## src/hdl/hcbp_pkg.sv

```systemverilog
`timescale 1ns / 1ps
`default_nettype none

package hcbp_pkg;

  localparam int NUM_SYMBOLS  = 256;
  localparam int MAX_CODE_LEN = 24;

  localparam int SYM_W   = 8;
  localparam int CODE_W  = 24;
  localparam int LEN_W   = 5;
  localparam int ADDR_W  = $clog2(NUM_SYMBOLS);
  localparam int BYTE_W  = 8;
  localparam int PEND_W  = BYTE_W - 1;
  localparam int PCNT_W  = 3;
  localparam int ACC_W   = PEND_W + CODE_W;
  localparam int CNT_W   = $clog2(ACC_W + 1);
  localparam int VBITS_W = 4;
  localparam int TOT_W   = 32;

  localparam logic [VBITS_W-1:0] FULL_BYTE = VBITS_W'(BYTE_W);

  typedef enum logic [1:0] {
    FN_LOAD   = 2'd0,
    FN_ENCODE = 2'd1,
    FN_FLUSH  = 2'd2
  } func_t;

  typedef enum logic [1:0] {
    ST_IDLE,
    ST_LOAD,
    ST_EMIT
  } state_t;

  typedef struct packed {
    logic [CODE_W-1:0] word;
    logic [LEN_W-1:0]  len;
  } entry_t;

  typedef struct packed {
    logic              we;
    logic [ADDR_W-1:0] addr;
    entry_t            entry;
  } tbl_wr_t;

  typedef struct packed {
    logic              re;
    logic [ADDR_W-1:0] addr;
  } tbl_rd_t;

  typedef struct packed {
    logic encode;
    logic flush;
    logic sym_ok;
  } cmd_t;

endpackage

`default_nettype wire

```

## src/hdl/hcbp_packer.sv

```systemverilog
`timescale 1ns / 1ps
`default_nettype none

module hcbp_packer (
  input  wire logic                          clk,
  input  wire logic                          rst,
  input  wire hcbp_pkg::cmd_t                cmd,
  input  wire hcbp_pkg::entry_t              rdata,
  output logic                               busy,
  output logic                               out_valid,
  input  wire logic                          out_stall,
  output logic [hcbp_pkg::BYTE_W-1:0]        out_byte,
  output logic [hcbp_pkg::VBITS_W-1:0]       valid_bits,
  output logic [hcbp_pkg::TOT_W-1:0]         total_bits,
  output logic                               last
);
  import hcbp_pkg::*;

  state_t state, state_next;

  logic [ACC_W-1:0]  acc;
  logic [CNT_W-1:0]  cnt;
  logic              flushing;
  logic              sym_ok;
  logic [PEND_W-1:0] pend_bits;
  logic [PCNT_W-1:0] pend_cnt;
  logic [TOT_W-1:0]  emitted;

  logic                      slot_free;
  logic                      have_byte;
  logic                      emit_fire;
  logic                      done;
  logic [ACC_W+BYTE_W-1:0]   ext;
  logic [BYTE_W-1:0]         ext_byte;
  logic [VBITS_W-1:0]        emit_bits;
  logic [TOT_W:0]            tot_sum;
  logic [TOT_W-1:0]          emitted_next;
  logic [CODE_W-1:0]         ld_word;
  logic [LEN_W-1:0]          ld_len;
  logic [PEND_W-1:0]         keep_mask;

  // shared byte extractor: top byte of the live window, or the flush byte
  // left-aligned with zero fill when fewer than eight bits remain
  assign ext      = {acc, {BYTE_W{1'b0}}} >> cnt;
  assign ext_byte = ext[BYTE_W-1:0];

  assign emit_bits = flushing ? VBITS_W'(cnt) : FULL_BYTE;
  assign tot_sum   = {1'b0, emitted} + (TOT_W + 1)'(emit_bits);
  assign emitted_next = tot_sum[TOT_W] ? {TOT_W{1'b1}} : tot_sum[TOT_W-1:0];

  assign ld_word   = sym_ok ? rdata.word : '0;
  assign ld_len    = sym_ok ? rdata.len  : '0;
  assign keep_mask = PEND_W'((8'h01 << cnt[PCNT_W-1:0]) - 8'h01);

  always_comb begin
    state_next = state;
    case (state)
      ST_IDLE: begin
        if (cmd.encode) begin
          state_next = ST_LOAD;
        end else if (cmd.flush && pend_cnt != '0) begin
          state_next = ST_EMIT;
        end
      end
      ST_LOAD: state_next = ST_EMIT;
      ST_EMIT: begin
        if ((flushing && emit_fire) || done) begin
          state_next = ST_IDLE;
        end
      end
      default: state_next = ST_IDLE;
    endcase
  end

  always_comb begin
    busy      = (state != ST_IDLE);
    slot_free = !out_valid || !out_stall;
    have_byte = flushing || (cnt >= CNT_W'(BYTE_W));
    emit_fire = (state == ST_EMIT) && have_byte && slot_free;
    done      = (state == ST_EMIT) && !have_byte;
  end

  always_ff @(posedge clk) begin
    if (rst) begin
      state     <= ST_IDLE;
      flushing  <= 1'b0;
      cnt       <= '0;
      pend_bits <= '0;
      pend_cnt  <= '0;
      emitted   <= '0;
      out_valid <= 1'b0;
    end else begin
      state <= state_next;

      if (state == ST_IDLE) begin
        if (cmd.encode) begin
          sym_ok <= cmd.sym_ok;
        end else if (cmd.flush) begin
          acc      <= ACC_W'(pend_bits);
          cnt      <= CNT_W'(pend_cnt);
          flushing <= 1'b1;
        end
      end

      if (state == ST_LOAD) begin
        acc      <= (ACC_W'(pend_bits) << ld_len) | ACC_W'(ld_word);
        cnt      <= CNT_W'(pend_cnt) + CNT_W'(ld_len);
        flushing <= 1'b0;
      end

      if (emit_fire) begin
        emitted    <= emitted_next;
        out_byte   <= ext_byte;
        valid_bits <= emit_bits;
        total_bits <= emitted_next;
        last       <= flushing || (cnt < CNT_W'(2 * BYTE_W));
        if (flushing) begin
          cnt       <= '0;
          pend_bits <= '0;
          pend_cnt  <= '0;
        end else begin
          cnt <= cnt - CNT_W'(BYTE_W);
        end
      end

      if (done) begin
        pend_bits <= acc[PEND_W-1:0] & keep_mask;
        pend_cnt  <= cnt[PCNT_W-1:0];
      end

      if (emit_fire) begin
        out_valid <= 1'b1;
      end else if (!out_stall) begin
        out_valid <= 1'b0;
      end
    end
  end

endmodule

`default_nettype wire

```

## config.mk

```make
export PLATFORM = sky130hd
export DESIGN_NAME = hcbp_packer
export DESIGN_NICKNAME = d
export VERILOG_FILES = /design/src/hdl/hcbp_pkg.sv /design/src/hdl/hcbp_packer.sv
export SDC_FILE = /design/constraint.sdc
export NUM_CORES = 1
export LEC_CHECK = 0
export BUFFER_PORTS_ARGS = -buffer_cell sky130_fd_sc_hd__buf_2
export CAP_MARGIN = 20
export CELL_PAD_IN_SITES_DETAIL_PLACEMENT = 2
export CELL_PAD_IN_SITES_GLOBAL_PLACEMENT = 2
export CORE_MARGIN = 3
export CORE_UTILIZATION = 38
export DETAILED_ROUTE_END_ITERATION = 10
export PLACE_DENSITY_LB_ADDON = 0.1
export SLEW_MARGIN = 15
export SYNTH_ARGS = -nofsm -noshare
export SYNTH_HDL_FRONTEND = slang
export SYNTH_SLANG_ARGS = --single-unit
```

## constraint.sdc

```tcl
create_clock -name clk -period 4.4 [get_ports clk]
set_clock_uncertainty 0.2 [all_clocks]
set_input_delay 0.44 -clock clk [delete_from_list [all_inputs] [get_ports clk]]
set_output_delay 0.44 -clock clk [all_outputs]
set_load 0.02 [all_outputs]
```

==> impl_metrics.tcl <==
set metrics [dict create \
    run_status "finished, final reports clean" \
    grt_antenna_before_repair 0 \
    first_global_vias 6970 \
    maxCapViolations 0 \
    clock_latency_late_sink_ps 420 \
    finalCriticalPeriod_ps 3110 \
    place.port_buffers 81 \
    crit_fanout 20 \
    min-delay-path-class "primary input to register" \
    fin_tns_setup_ps 0 \
    detail_route.wirelength_um 26500 \
    achievable_frequency_mhz 322 \
    worstReg2RegEnd "acc[13]" \
    route.detailed.drc 0 \
    synthesis.instances 782 \
    timing_worst_slew_pin_value_ps 896 \
    layout_cell_share_with_drive_strength_beyond_1 0.206 \
    drt-wirelength-per-cell_um 23.6 \
    adder_cell_fraction_of_synth_area 0.0198 \
    post_cts.repair.setup_buffers 0 \
    cell_leakage_power_nw 3.40 \
    grt_max_degree 43 \
    synthDistinctLibCells 68 \
    post_drt_via_cell_ratio 6.01 \
    path_cells "nand2_1, inv_1, a32oi_1, nor2_1, a221oi_1, o31ai_1" \
    finalWeightedCongestion 0.904 \
    dr.first_iter.drc_count 522 \
    timing_worst_setup_path_type "register to register" \
    cts-root-buf "sky130_fd_sc_hd__clkbuf_16" \
    dr.pass1.iters 5 \
    synth-edff-count 77 \
    post_synth_xor_area_fraction 0.0239 \
    final-instance-count-excl-fill 1121 \
    async_flop_share 0 \
    finalMaxSlewViolations 0 \
    num-fill-cells 2127 \
    route.vias.total 6733 \
    regToRegStartpoint "sym_ok" \
    detail-route-antenna-nets 0 \
    num_io_pins 82 \
    post-layout-total-power_mw 3.08 \
    most_used_dff_post_synth "sky130_fd_sc_hd__edfxtp_1" \
    nets 889 \
    cts_num_sinks 128 \
    seq_area_frac_synth 0.433 \
    arrival_ps 3050 \
    gr-total-overflow 0 \
    dp.cells 1088 \
    clk_pin_slew_ps 60 \
    critPathLaunchType "register" \
    place.detailed.hpwl_um 18800 \
    cts-resized-gates 0 \
    grt_first_pass_wirelength_um 41700 \
    unrepaired_setup_endpoints_after_global_routing "no" \
    ctsLongestPathBuffers 2 \
    netlist_area_um2 7690 \
    muxShareOfSynthArea 0.121 \
    cts_inserted_buffers 17 \
    rr_worst_depth 6 \
    worst_setup_path_endpoint "acc[13]" \
    yosys_register_bits 128 \
    cts_hold_buf 1 \
    multiInputGateArea_um2 3990 \
    max_stage_delay_ps 660 \
    fp.dieArea_um2 22000 \
    area_share_of_and_or_nand_nor_cells_after_synthesis 0.186 \
    timing_hold_violations_final 0 \
    final_min_period_over_clock_period 0.706 \
    most-common-layout-cells "sky130_fd_sc_hd__nand2_1 (97), sky130_fd_sc_hd__buf_2 (81), sky130_fd_sc_hd__edfxtp_1 (77)" \
    layout_commonest_cell "sky130_fd_sc_hd__nand2_1" \
    rrSetupSlack_ps 1290 \
    synth-warning-count 0 \
    cts_htree_levels 4 \
    die_w_um 148 \
    timing.max_slew.rel_slack 0.403 \
    placeableCoreArea_um2 19700 \
    start_util 0.391 \
    layout.area.seq_um2 3340 \
    grt_util_all_layers 0.243 \
    layout-area-overhead-vs-synth_pct 15.7 \
    tritoncts "yes" \
    cp_data_required_time_ps 4340 \
    per_instance_average_area_after_synthesis_um2 9.84 \
    compound_gate_fraction_of_synth_area 0.166 \
    dominant_combinational_cell_family_by_area_after_synthesis "simple AND/OR/NAND/NOR gates" \
    crit_start "sym_ok" \
    floorplan.die.height_um 148 \
    power.density_nw_per_um2 346 \
    report.final.setup_viol 0 \
    critical_path.endpoint_type "register" \
    mappedNetlistNets 828 \
    antennaDiodeCount 0 \
    critical_path.slowest_cell "sky130_fd_sc_hd__edfxtp_1" \
    placementRows 51 \
    vdd.ir_drop.worst_v 0.000287 \
]
## layout make-up
| type | count | share of cell area |
|---|---|---|
| multi-input cells | 578 | 0.448 |
| flip-flops and latches | 128 | 0.375 |
| repair buffers | 99 | 0.0610 |
| clock buffers | 20 | 0.0491 |
| well taps | 265 | 0.0373 |
| clock inverters | 12 | 0.0215 |
| inverters | 19 | 0.00801 |
## critical path, delay by kind of cell, from the launching register on
kind | cells | cell delay [ps]
buffers and inverters | 1 | 110
and+or+nand+nor | 2 | 490
DFF | 1 | 660
AOI/OAI and AO/OA | 3 | 1350
## kinds of logic (layout without fill, tap and decap cells)
logic type,Yosys count,after routing
mux,68,68
fa+ha+maj,11,11
simple gates,286,286
xor+xnor,21,21
flops,128,128
compound gates,192,192
buf+inv,76,150
## sequential cells by signal, indices dropped and copies added (netlist names), 2 cells and up
name and cells:
emitted 32, cnt 5, state 2, pend_bits 7, total_bits 32, valid_bits 4
pend_cnt 3, out_byte 8, acc 31
## power by group
part	internal [mW]	total (mW)	switching, mW
clock network	1.00	1.54	0.540
registers	1.29	1.31	0.0226
logic	0.0844	0.234	0.149
total	2.37	3.08	0.711
## how the worst min path moves through the flow
stage                     from         end  slack, ps  cells past startpoint
floorplan           emitted[0]  emitted[0]        280                      2
global placement    emitted[0]  emitted[0]        290                      2
detailed placement  emitted[2]  emitted[2]        310                      2
CTS                     cmd[2]    state[0]        110                      3
global route         rdata[16]     acc[11]        120                      3
finish                  cmd[2]    state[0]        110                      3
## stage by stage
step                      setup slack, ps  hold WS [ps]  instance area (µm²)  utilization
after floorplan                       611           280                 7690            -
after global placement               1490           291                 8260        0.420
after detailed placement             1410           313                 8260        0.420
after CTS                            1370           108                 8900        0.453
after global routing                 1110           120                 8900        0.453
final                                1290           111                 8900        0.453
## per-layer routing
| layer | part of all wire | track usage | vias to the layer above |
|---|---|---|---|
| li1 | - | - | 3069 |
| met1 | 0.48 | 0.353 | 3469 |
| met2 | 0.47 | 0.384 | 168 |
| met3 | 0.041 | 0.0375 | 27 |
| met4 | 0.011 | 0.0573 | 0 |
| met5 | 0 | 0 | - |
## synth_stat cells (4+ instances only)
library cell               instances  share of area
sky130_fd_sc_hd__a211oi_1          6         0.0059
sky130_fd_sc_hd__o221ai_1          4         0.0046
sky130_fd_sc_hd__a21oi_1          47          0.031
sky130_fd_sc_hd__edfxtp_1         77           0.30
sky130_fd_sc_hd__nand4_1           8         0.0065
sky130_fd_sc_hd__nand2b_1          6         0.0049
sky130_fd_sc_hd__xor2_1            6         0.0068
sky130_fd_sc_hd__nand2_1          97          0.047
sky130_fd_sc_hd__a21o_1            4         0.0039
sky130_fd_sc_hd__and3_1           20          0.016
sky130_fd_sc_hd__buf_2            16          0.010
sky130_fd_sc_hd__and4_1           12          0.014
sky130_fd_sc_hd__ha_1              9          0.015
sky130_fd_sc_hd__mux2_2           10          0.015
sky130_fd_sc_hd__a221oi_1          4         0.0046
sky130_fd_sc_hd__buf_4             4         0.0039
sky130_fd_sc_hd__nor2_1           65          0.032
sky130_fd_sc_hd__mux2i_1          39          0.051
sky130_fd_sc_hd__nand3_1          18          0.012
sky130_fd_sc_hd__o21a_1            5         0.0049
sky130_fd_sc_hd__nor2b_1           9         0.0073
sky130_fd_sc_hd__inv_1            18         0.0088
sky130_fd_sc_hd__clkbuf_1         26          0.013
sky130_fd_sc_hd__buf_6             8          0.012
sky130_fd_sc_hd__a21oi_2           4         0.0046
sky130_fd_sc_hd__o21ai_0          36          0.023
sky130_fd_sc_hd__dfxtp_1          51           0.13
sky130_fd_sc_hd__xnor2_1          15          0.017
sky130_fd_sc_hd__o31ai_1           4         0.0039
sky130_fd_sc_hd__nor3_1           20          0.013
sky130_fd_sc_hd__and2_1           13          0.011
sky130_fd_sc_hd__a22oi_1           8         0.0078
sky130_fd_sc_hd__o22ai_1           7         0.0057
sky130_fd_sc_hd__mux4_2           19          0.056
sky130_fd_sc_hd__a32oi_1           8         0.0091
sky130_fd_sc_hd__a311oi_1         14          0.016
sky130_fd_sc_hd__a31oi_1          16          0.013
Power figures use the tool's default switching activity.
